==> src/hw/rtl/ilp_pkg.sv <==
`default_nettype none

package ilp_pkg;

  localparam int ILP_MAX_TOKEN_CHARS = 4096;
  localparam int ILP_VALUE_BITS      = 64;

  localparam int CP_W    = 21;
  localparam int RADIX_W = 6;
  localparam int OUT_W   = 64;

  localparam logic [RADIX_W-1:0] NO_DIGIT  = 6'd37;
  localparam logic [RADIX_W-1:0] BASE_MAX  = 6'd36;
  localparam logic [RADIX_W-1:0] BASE_AUTO = 6'd0;
  localparam logic [RADIX_W-1:0] BASE_BIN  = 6'd2;
  localparam logic [RADIX_W-1:0] BASE_OCT  = 6'd8;
  localparam logic [RADIX_W-1:0] BASE_DEC  = 6'd10;
  localparam logic [RADIX_W-1:0] BASE_HEX  = 6'd16;

  localparam logic [CP_W-1:0] CH_PLUS  = 21'h2B;
  localparam logic [CP_W-1:0] CH_ZERO  = 21'h30;
  localparam logic [CP_W-1:0] CH_NINE  = 21'h39;
  localparam logic [CP_W-1:0] CH_UA    = 21'h41;
  localparam logic [CP_W-1:0] CH_UZ    = 21'h5A;
  localparam logic [CP_W-1:0] CH_LA    = 21'h61;
  localparam logic [CP_W-1:0] CH_LZ    = 21'h7A;
  localparam logic [CP_W-1:0] CH_LX    = 21'h78;
  localparam logic [CP_W-1:0] CH_UX    = 21'h58;
  localparam logic [CP_W-1:0] CH_LO    = 21'h6F;
  localparam logic [CP_W-1:0] CH_UO    = 21'h4F;
  localparam logic [CP_W-1:0] CH_LB    = 21'h62;
  localparam logic [CP_W-1:0] CH_UB    = 21'h42;
  localparam logic [CP_W-1:0] CH_SPACE = 21'h20;
  localparam logic [CP_W-1:0] CH_TAB   = 21'h09;
  localparam logic [CP_W-1:0] CH_CR    = 21'h0D;

  typedef enum logic [3:0] {
    PH_WS     = 4'd0,
    PH_WS2    = 4'd1,
    PH_ZERO_A = 4'd2,
    PH_ZEROS  = 4'd3,
    PH_ZERO_B = 4'd4,
    PH_PREFIX = 4'd5,
    PH_DIGITS = 4'd6,
    PH_STOP   = 4'd7,
    PH_OVF    = 4'd8
  } phase_e;

  typedef struct packed {
    phase_e               phase;
    logic [RADIX_W-1:0]   base;
    logic                 ovf;
    logic                 neg;
  } ctl_t;

  function automatic logic [RADIX_W-1:0] digit_value(input logic [CP_W-1:0] cp);
    logic [CP_W-1:0] t;
    t = {CP_W{1'b0}};
    if (cp >= CH_ZERO && cp <= CH_NINE) begin
      t = cp - CH_ZERO;
    end else if (cp >= CH_LA && cp <= CH_LZ) begin
      t = cp - CH_LA + 21'd10;
    end else if (cp >= CH_UA && cp <= CH_UZ) begin
      t = cp - CH_UA + 21'd10;
    end else begin
      t = CP_W'(NO_DIGIT);
    end
    return t[RADIX_W-1:0];
  endfunction

  function automatic logic is_space(input logic [CP_W-1:0] cp);
    return (cp == CH_SPACE) || (cp >= CH_TAB && cp <= CH_CR);
  endfunction

endpackage

`default_nettype wire

==> src/hw/rtl/ilp_step.sv <==
`default_nettype none

// one character of parse: next state and the token result
module ilp_step #(
  parameter int MAX_TOKEN_CHARS = ilp_pkg::ILP_MAX_TOKEN_CHARS,
  parameter int VALUE_BITS      = ilp_pkg::ILP_VALUE_BITS,
  parameter int CHAR_W          = $clog2(MAX_TOKEN_CHARS + 1)
) (
  input  wire logic [ilp_pkg::RADIX_W-1:0] radix_i,
  input  wire logic [ilp_pkg::CP_W-1:0]    cp_i,
  input  wire logic                        neg_i,
  input  wire ilp_pkg::ctl_t               ctl_i,
  input  wire logic [VALUE_BITS-1:0]       acc_i,
  input  wire logic [CHAR_W-1:0]           idx_i,
  input  wire logic [CHAR_W-1:0]           end_i,
  output ilp_pkg::ctl_t                    ctl_o,
  output logic [VALUE_BITS-1:0]            acc_o,
  output logic [CHAR_W-1:0]                idx_o,
  output logic [CHAR_W-1:0]                end_o,
  output logic [ilp_pkg::OUT_W-1:0]        value_o,
  output logic [CHAR_W-1:0]                consumed_o,
  output logic                             whole_o,
  output logic                             rerr_o
);

  localparam logic [CHAR_W-1:0] IDX_MAX = CHAR_W'(MAX_TOKEN_CHARS);
  localparam int PROD_W = VALUE_BITS + 7;
  localparam logic [VALUE_BITS-1:0] SMAX = {1'b0, {(VALUE_BITS-1){1'b1}}};
  localparam logic [VALUE_BITS-1:0] SMIN = {1'b1, {(VALUE_BITS-1){1'b0}}};

  logic [ilp_pkg::RADIX_W-1:0] base_cur;
  logic [ilp_pkg::RADIX_W-1:0] d;
  logic                        is_zero;
  logic                        begin_num;
  logic                        do_take;
  logic                        bad_digit;
  logic [PROD_W-1:0]           prod;
  logic [VALUE_BITS-1:0]       v;

  assign d       = ilp_pkg::digit_value(cp_i);
  assign is_zero = (cp_i == ilp_pkg::CH_ZERO);
  // register and sign are taken on the first character
  assign base_cur = (idx_i == '0) ? radix_i : ctl_i.base;

  always_comb begin
    ctl_o       = ctl_i;
    ctl_o.base  = base_cur;
    ctl_o.neg   = (idx_i == '0) ? neg_i : ctl_i.neg;
    acc_o       = acc_i;
    end_o       = end_i;
    begin_num   = 1'b0;
    do_take     = 1'b0;
    bad_digit   = 1'b0;
    prod        = '0;

    case (ctl_i.phase)
      ilp_pkg::PH_WS: begin
        if (!ilp_pkg::is_space(cp_i)) begin
          if (cp_i == ilp_pkg::CH_PLUS) begin
            ctl_o.phase = ilp_pkg::PH_WS2;
          end else begin
            begin_num = 1'b1;
          end
        end
      end
      ilp_pkg::PH_WS2: begin
        begin_num = !ilp_pkg::is_space(cp_i);
      end
      ilp_pkg::PH_ZERO_A: begin
        if (cp_i == ilp_pkg::CH_LX || cp_i == ilp_pkg::CH_UX) begin
          ctl_o.base  = ilp_pkg::BASE_HEX;
          ctl_o.phase = ilp_pkg::PH_PREFIX;
          end_o       = idx_i;
        end else if (cp_i == ilp_pkg::CH_LO || cp_i == ilp_pkg::CH_UO) begin
          ctl_o.base  = ilp_pkg::BASE_OCT;
          ctl_o.phase = ilp_pkg::PH_PREFIX;
          end_o       = idx_i;
        end else if (cp_i == ilp_pkg::CH_LB || cp_i == ilp_pkg::CH_UB) begin
          ctl_o.base  = ilp_pkg::BASE_BIN;
          ctl_o.phase = ilp_pkg::PH_PREFIX;
          end_o       = idx_i;
        end else if (is_zero) begin
          ctl_o.phase = ilp_pkg::PH_ZEROS;
        end else begin
          ctl_o.phase = ilp_pkg::PH_STOP;
          end_o       = idx_i;
        end
      end
      ilp_pkg::PH_ZEROS: begin
        if (!is_zero) begin
          ctl_o.phase = ilp_pkg::PH_STOP;
          end_o       = idx_i;
        end
      end
      ilp_pkg::PH_ZERO_B: begin
        // optional prefix letter matching the fixed base
        if ((base_cur == ilp_pkg::BASE_HEX &&
             (cp_i == ilp_pkg::CH_LX || cp_i == ilp_pkg::CH_UX)) ||
            (base_cur == ilp_pkg::BASE_OCT &&
             (cp_i == ilp_pkg::CH_LO || cp_i == ilp_pkg::CH_UO)) ||
            (base_cur == ilp_pkg::BASE_BIN &&
             (cp_i == ilp_pkg::CH_LB || cp_i == ilp_pkg::CH_UB))) begin
          ctl_o.phase = ilp_pkg::PH_PREFIX;
          end_o       = idx_i;
        end else begin
          do_take = 1'b1;
        end
      end
      ilp_pkg::PH_PREFIX: begin
        if (d < base_cur) begin
          do_take = 1'b1;
        end else begin
          // parse ends at the prefix letter
          ctl_o.phase = ilp_pkg::PH_STOP;
        end
      end
      ilp_pkg::PH_DIGITS, ilp_pkg::PH_OVF: begin
        do_take = 1'b1;
      end
      default: begin
      end
    endcase

    if (begin_num) begin
      if (base_cur == ilp_pkg::BASE_AUTO) begin
        if (is_zero) begin
          ctl_o.phase = ilp_pkg::PH_ZERO_A;
        end else begin
          ctl_o.base = ilp_pkg::BASE_DEC;
          do_take    = 1'b1;
        end
      end else if (base_cur == ilp_pkg::BASE_HEX || base_cur == ilp_pkg::BASE_OCT ||
                   base_cur == ilp_pkg::BASE_BIN) begin
        if (is_zero) begin
          ctl_o.phase = ilp_pkg::PH_ZERO_B;
        end else begin
          do_take = 1'b1;
        end
      end else if (base_cur < ilp_pkg::BASE_BIN || base_cur > ilp_pkg::BASE_MAX) begin
        ctl_o.phase = ilp_pkg::PH_STOP;
        end_o       = idx_i;
      end else begin
        do_take = 1'b1;
      end
    end

    if (do_take) begin
      bad_digit = (ctl_o.base < ilp_pkg::BASE_BIN) || (ctl_o.base > ilp_pkg::BASE_MAX) ||
                  (d >= ctl_o.base);
      // multiply-add wide enough that any carry shows in the top bits
      prod = PROD_W'(acc_i) * PROD_W'(ctl_o.base) + PROD_W'(d);
      if (bad_digit) begin
        ctl_o.phase = ilp_pkg::PH_STOP;
        end_o       = idx_i;
      end else if (ctl_i.phase == ilp_pkg::PH_OVF) begin
        ctl_o.phase = ilp_pkg::PH_OVF;
      end else if (prod[PROD_W-1:VALUE_BITS] != '0) begin
        ctl_o.ovf   = 1'b1;
        ctl_o.phase = ilp_pkg::PH_OVF;
      end else begin
        acc_o       = prod[VALUE_BITS-1:0];
        ctl_o.phase = ilp_pkg::PH_DIGITS;
      end
    end
  end

  assign idx_o = (idx_i == IDX_MAX) ? idx_i : idx_i + CHAR_W'(1);

  always_comb begin
    if (ctl_o.phase == ilp_pkg::PH_STOP || ctl_o.phase == ilp_pkg::PH_PREFIX) begin
      consumed_o = end_o;
      whole_o    = 1'b0;
    end else begin
      consumed_o = idx_o;
      whole_o    = 1'b1;
    end

    rerr_o = 1'b0;
    if (ctl_o.ovf) begin
      v      = SMAX;
      rerr_o = 1'b1;
    end else if (!acc_o[VALUE_BITS-1]) begin
      v = ctl_o.neg ? ({VALUE_BITS{1'b0}} - acc_o) : acc_o;
    end else if (ctl_o.neg && acc_o == SMIN) begin
      v = SMIN;
    end else begin
      v      = SMAX;
      rerr_o = 1'b1;
    end
  end

  assign value_o = ilp_pkg::OUT_W'($signed(v));

endmodule

`default_nettype wire

==> src/hw/rtl/integer_literal_parser.sv <==
// path: input register, combinational step, then output register holds the result
// throughput: one character per cycle unless a last item waits behind a held result,
//   set by the single accumulator multiply-add and overflow check between registers
// results: one per token, on the item with the last mark
// reset: asynchronous active low; parser returns to whitespace skip, radix to 0
`default_nettype none

module integer_literal_parser #(
  parameter int MAX_TOKEN_CHARS = ilp_pkg::ILP_MAX_TOKEN_CHARS,
  parameter int VALUE_BITS      = ilp_pkg::ILP_VALUE_BITS,
  parameter int CHAR_W          = $clog2(MAX_TOKEN_CHARS + 1)
) (
  input  wire logic                        clk_i,
  input  wire logic                        rst_ni,
  // configuration
  input  wire logic                        cfg_we_i,
  input  wire logic [ilp_pkg::RADIX_W-1:0] cfg_wdata_i,
  // input channel
  input  wire logic                        in_valid_i,
  output logic                             in_stall_o,
  input  wire logic [ilp_pkg::CP_W-1:0]    code_point_i,
  input  wire logic                        negate_i,
  input  wire logic                        last_char_i,
  // output channel
  output logic                             out_valid_o,
  input  wire logic                        out_stall_i,
  output logic [ilp_pkg::OUT_W-1:0]        value_o,
  output logic [CHAR_W-1:0]                chars_consumed_o,
  output logic                             whole_token_o,
  output logic                             range_error_o
);

  // radix register
  logic [ilp_pkg::RADIX_W-1:0] radix_q;

  // input register
  logic                     in_valid_q;
  logic [ilp_pkg::CP_W-1:0] cp_q;
  logic                     neg_q;
  logic                     last_q;

  // parser state
  ilp_pkg::ctl_t         ctl_q, ctl_d;
  logic [VALUE_BITS-1:0] acc_q, acc_d;
  logic [CHAR_W-1:0]     idx_q, idx_d;
  logic [CHAR_W-1:0]     end_q, end_d;

  // step results
  logic [ilp_pkg::OUT_W-1:0] value_d;
  logic [CHAR_W-1:0]         consumed_d;
  logic                      whole_d;
  logic                      rerr_d;

  // output register
  logic                      out_valid_q;
  logic [ilp_pkg::OUT_W-1:0] value_q;
  logic [CHAR_W-1:0]         consumed_q;
  logic                      whole_q;
  logic                      rerr_q;

  logic in_accept;
  logic consume;
  logic emit;

  // the buffered item moves on unless it carries a result and the output
  // register is full and held
  assign consume    = in_valid_q && (!last_q || !out_valid_q || !out_stall_i);
  assign emit       = consume && last_q;
  assign in_stall_o = in_valid_q && !consume;
  assign in_accept  = in_valid_i && !in_stall_o;

  always_ff @(posedge clk_i or negedge rst_ni) begin
    if (!rst_ni) begin
      radix_q <= ilp_pkg::BASE_AUTO;
    end else if (cfg_we_i) begin
      radix_q <= cfg_wdata_i;
    end
  end

  always_ff @(posedge clk_i or negedge rst_ni) begin
    if (!rst_ni) begin
      in_valid_q <= 1'b0;
    end else if (in_accept) begin
      in_valid_q <= 1'b1;
    end else if (consume) begin
      in_valid_q <= 1'b0;
    end
  end

  // input payload, no reset needed
  always_ff @(posedge clk_i) begin
    if (in_accept) begin
      cp_q   <= code_point_i;
      neg_q  <= negate_i;
      last_q <= last_char_i;
    end
  end

  ilp_step #(
    .MAX_TOKEN_CHARS(MAX_TOKEN_CHARS),
    .VALUE_BITS     (VALUE_BITS),
    .CHAR_W         (CHAR_W)
  ) u_step (
    .radix_i   (radix_q),
    .cp_i      (cp_q),
    .neg_i     (neg_q),
    .ctl_i     (ctl_q),
    .acc_i     (acc_q),
    .idx_i     (idx_q),
    .end_i     (end_q),
    .ctl_o     (ctl_d),
    .acc_o     (acc_d),
    .idx_o     (idx_d),
    .end_o     (end_d),
    .value_o   (value_d),
    .consumed_o(consumed_d),
    .whole_o   (whole_d),
    .rerr_o    (rerr_d)
  );

  // parser state clears after each token's last item
  always_ff @(posedge clk_i or negedge rst_ni) begin
    if (!rst_ni) begin
      ctl_q <= '{phase: ilp_pkg::PH_WS, base: ilp_pkg::BASE_AUTO, ovf: 1'b0, neg: 1'b0};
      acc_q <= '0;
      idx_q <= '0;
      end_q <= '0;
    end else if (consume) begin
      if (last_q) begin
        ctl_q <= '{phase: ilp_pkg::PH_WS, base: ilp_pkg::BASE_AUTO, ovf: 1'b0, neg: 1'b0};
        acc_q <= '0;
        idx_q <= '0;
        end_q <= '0;
      end else begin
        ctl_q <= ctl_d;
        acc_q <= acc_d;
        idx_q <= idx_d;
        end_q <= end_d;
      end
    end
  end

  always_ff @(posedge clk_i or negedge rst_ni) begin
    if (!rst_ni) begin
      out_valid_q <= 1'b0;
    end else if (emit) begin
      out_valid_q <= 1'b1;
    end else if (!out_stall_i) begin
      out_valid_q <= 1'b0;
    end
  end

  // result payload
  always_ff @(posedge clk_i) begin
    if (emit) begin
      value_q    <= value_d;
      consumed_q <= consumed_d;
      whole_q    <= whole_d;
      rerr_q     <= rerr_d;
    end
  end

  assign out_valid_o      = out_valid_q;
  assign value_o          = value_q;
  assign chars_consumed_o = consumed_q;
  assign whole_token_o    = whole_q;
  assign range_error_o    = rerr_q;

endmodule

`default_nettype wire

==> config.mk <==
export PLATFORM = sky130hd
export DESIGN_NAME = integer_literal_parser
export DESIGN_NICKNAME = d
export VERILOG_FILES = /design/src/hw/rtl/ilp_pkg.sv /design/src/hw/rtl/ilp_step.sv /design/src/hw/rtl/integer_literal_parser.sv
export SDC_FILE = /design/constraint.sdc
export NUM_CORES = 2
export LEC_CHECK = 0
export CORE_MARGIN = 3
export CORE_UTILIZATION = 54
export DETAILED_ROUTE_END_ITERATION = 7
export DONT_BUFFER_PORTS = 1
export PLACE_DENSITY = 0.81
export SYNTH_ARGS = -nofsm -noshare
export SYNTH_HDL_FRONTEND = slang
export SYNTH_SLANG_ARGS = --single-unit
==> constraint.sdc <==
create_clock -name clk_i -period 20.6 [get_ports clk_i]
set_input_delay 0 -clock clk_i [delete_from_list [all_inputs] [get_ports clk_i]]
set_output_delay 0 -clock clk_i [all_outputs]
set_load 0.01 [all_outputs]
==> summary.md <==
| Metric | Value |
|---|---|
| Status | finished clean |
| RSZ-0062 raised after global routing | no |
| Flop-to-flop setup slack | 5.37 ns |
| Syn Inst Count | 3049 |
| Largest family of logic cells by synthesized area | adder cells |
| Core area | slightly below 50000 µm² |
| Min-Delay Path Class | in -> async |
| Final setup fails | 0 |
| Post-Syn Area | 27430 µm² |
| CP max stage cell | a2111oi_1 |
| Worst VDD drop | roughly 0.067 mV |
| CP max FO | 65 |
| R2r worst-path depth | 42 |
| Root Buffer | clkbuf_16 |
| Gp weighted congestion | 1.029 |
| Vias | 24620 |
| Skew-Pair Late Insertion Delay | around 0.53 ns |
| Synth Flop Type | dfrtp_1 |
| DIE AREA | 53540 µm² |
| IO buf count | 0 |
| Seq/Total Area, Yosys | 21.20% |
| Top-area cell type share of the netlist area | 18.39% |
| Most used cell along the critical path | inv_1 |
| Mapped Avg Cell Area | 8.996 µm² |
| Clock tree buffer depth | 3 |
| # hold bufs at CTS | 40 |
| Synth area leader | fa_1 |
| Via density | a little under 7 |
| Routed wire length | 88.56 mm |
| Power density cells | about 77 nW/µm² |
| HPWL Detailed | slightly below 70 mm |
| Gr usage total | 32.48% |
| EDFF count, synth | a little over 100 |
| Sink Count | 212 |
| Synth Area in Simple Gates | a little under a quarter |
| Final setup margin | 5.374 ns |
| Antenna-violating nets left | 0 |
| R2R Path Start | idx_q[0] |
| Worst EP required | 20.83 ns |
| Pin count of the biggest net entering global routing | ~110 |
| Synth Area in Adders | 26.24% |
| Post-CTS Setup Inserts | 0 |
| Final #Nets | between 3000 and 4000 |
| Max layer used | met5 |
| Reg-to-Reg End | value_o[22] |
| CTS buffer count | 22 |
| Post_cts resized | 0 |
| Crit end category | register |
| Top post-synthesis cells by area | fa_1 (18%), edfxtp_1 (11%), dfrtp_1 (10%), ha_1 (7.8%), and2_1 (6.0%) |
| Boundary Pins | 115 |
| CP startpoint kind | register |
| Final hold viol count | 0 |
| Die H | between 200 and 250 µm |
| Mux cell area share after synthesis | about 3.8% |
| Post-Place Setup Slack | 6.026 ns |
| Slew margin rel. | 12.51% |
| Die width | 231.4 µm |
| Arr. time, crit path | about 15 ns |
| Initial Util | 55.35% |
| Met2 WL post-DR | between 40 and 50 mm |
| Crit path largest cell delay | 1.16 ns |
| H-tree levels | 1 |
| Net Count, Synth | 3507 |
| Routed WL per cell | between 20 and 25 µm |
| Post-synthesis compound-gate area fraction | 16.81% |
| Max frequency | 65.68 MHz |
| Iter 0 DRT Violations | 3152 |
| Layout cell share with drive strength beyond 1 | 4.922% |
| Post-synth cell types | 99 |
| Flops & latches, synth | around 210 |
| Vias in the first global route | around 24000 |
| Global-route wire length before repair | about 140 mm |
| DRC Markers | 0 |
| Clock-pin slew on the worst setup and hold paths | approximately 0.070 ns |
| Max-cap check violation count | 0 |
| Period Utilization, post-route | around three quarters |
| DRT Pass-1 Iters | 6 |
| Post-synthesis xor/xnor area fraction | 3.832% |
| Slew Viols, Final | 0 |
| Area grow syn2layout | 5.132% |
| Worst slew pin tran | between 1 and 1.5 ns |
| Grt total ovfl | 0 |
| Synth warn | 0 |
| Async set-reset flop share out of synthesis | 51.89% |
| Rows | roughly 80 |
| Leak | 13.35 nW |
| Met3 wire length | 8.967 mm |
| Sum Neg Setup Slack | 0 ns |
| CTS tree | yes |
| Initial antenna violation count | 1 |
| Metal-1 WL | 35.85 mm |
| Setup Skew | ~0.017 ns |
| CP Class | reg -> reg |
| Tmin final | 15.23 ns |
## sequential cells by signal, indices dropped and copies added, names as in the netlist
register / flops
acc_q: 64
chars_consumed_o: 13
cp_q: 21
ctl_q: 12
end_q: 13
idx_q: 13
in_valid_q: 1
last_q: 1
neg_q: 1
out_valid_o: 1
radix_q: 6
range_error_o: 1
value_o: 64
whole_token_o: 1
## cells by family (layout without fill, tap and decap cells)
group | count (synthesis) | in the layout
DFF | 212 | 212
buffers and inverters | 296 | 193
AOI/OAI and AO/OA | 708 | 708
adders and majority gates | 424 | 424
other | 0 | 1
xor gates and xnor gates | 120 | 120
and+or+nand+nor | 1190 | 1190
muxes | 99 | 99
## cells in the final DEF (no fill, tap or decap), drive strengths merged, types with 10 or more instances in the layout
cell type    netlist  routed
a211oi            31      31
a21o              29      29
a21oi            147     147
a221o             15      15
a22o              44      44
a31oi             22      22
and2             262     262
and3              31      31
buf               36      27
clkbuf           173      29
dfrtp            110     110
dlygate4sd3        0      39
edfxtp           102     102
fa               252     252
ha               172     172
inv               87      87
mux2              25      25
mux2i             74      74
nand2            220     220
nand2b            16      16
nand3             47      47
nand4             47      47
nor2             190     190
nor2b            132     132
nor3              78      78
nor4              44      44
o211ai            23      23
o21a              18      18
o21ai            233     233
o21bai            15      15
o22ai             10      10
o31ai             18      18
or2               16      16
or3               36      36
or4               19      19
xnor2             44      44
xor2              76      76
## worst max-delay path by stage
stage	start	endpoint	slack (ns)
final	idx_q[0]	value_o[22]	5.37
after global routing	cp_q[18]	value_o[0]	4.79
after global placement	cp_q[10]	value_o[0]	6.46
after floorplan	idx_q[0]	value_o[58]	9.31
after detailed placement	idx_q[0]	value_o[22]	6.03
after CTS	idx_q[0]	value_o[22]	5.97
## final cells by class
| cell class | instances | area (µm²) |
|---|---|---|
| diodes | 1 | 2.502 |
| clock buffers | 29 | 643.1 |
| clock inverters | 11 | 116.4 |
| fillers | 4189 | 20720 |
| inverters | 87 | 326.6 |
| multi-input cells | 2541 | 20490 |
| flip-flops and latches | 212 | 5816 |
| well taps | 664 | 830.8 |
| repair buffers | 66 | 613.1 |
## synthesized netlist by cell type (all sizes together), types with 19 or more instances
library cell,count
a211oi,31
a21o,29
a21oi,147
a22o,44
a31oi,22
and2,262
and3,31
buf,36
clkbuf,173
dfrtp,110
edfxtp,102
fa,252
ha,172
inv,87
mux2,25
mux2i,74
nand2,220
nand3,47
nand4,47
nor2,190
nor2b,132
nor3,78
nor4,44
o211ai,23
o21ai,233
or3,36
or4,19
xnor2,44
xor2,76
## worst max-delay path, delay by kind of cell (launching register included)
kind	cells	cell delay, ns
adder cells (fa/ha/maj)	7	2.86
AND/OR/NAND/NOR	13	4.00
XOR/XNOR	1	0.46
buffers and inverters	8	2.08
flip-flops	1	0.45
multiplexers	2	1.04
AO/OA/AOI/OAI	11	3.91
## report_power, final
group | switching [W] | internal [W]
Clock | 0.000176 | 0.000246
Sequential | 0.0000820 | 0.000539
Combinational | 0.000814 | 0.000367
## through the flow
stage / power (W) / util, % / instances / hold slack [ns] / instance area [µm²]
finish: 0.002224 / 58.19 / 3611 / 0.07788 / 28840
global route: 0.002324 / 58.18 / 3610 / 0.1028 / 28840
CTS: 0.002186 / 58.18 / 3610 / 0.09314 / 28840
detailed placement: 0.001750 / 55.81 / 3530 / -0.2880 / 27660
global placement: 0.001723 / 55.81 / 3530 / -0.2913 / 27660
floorplan: 0.001401 / - / 3049 / -0.2956 / 27430
## routing by layer
| layer | GRT usage, % | vias to the layer above |
|---|---|---|
| met3 | 5.519 | 273 |
| met1 | 44.50 | 12170 |
| met5 | 0 | - |
| met4 | 11.95 | 2 |
| met2 | 52.00 | 1529 |
| li1 | - | 10640 |
No activity file was read; power rests on OpenSTA's default activity.
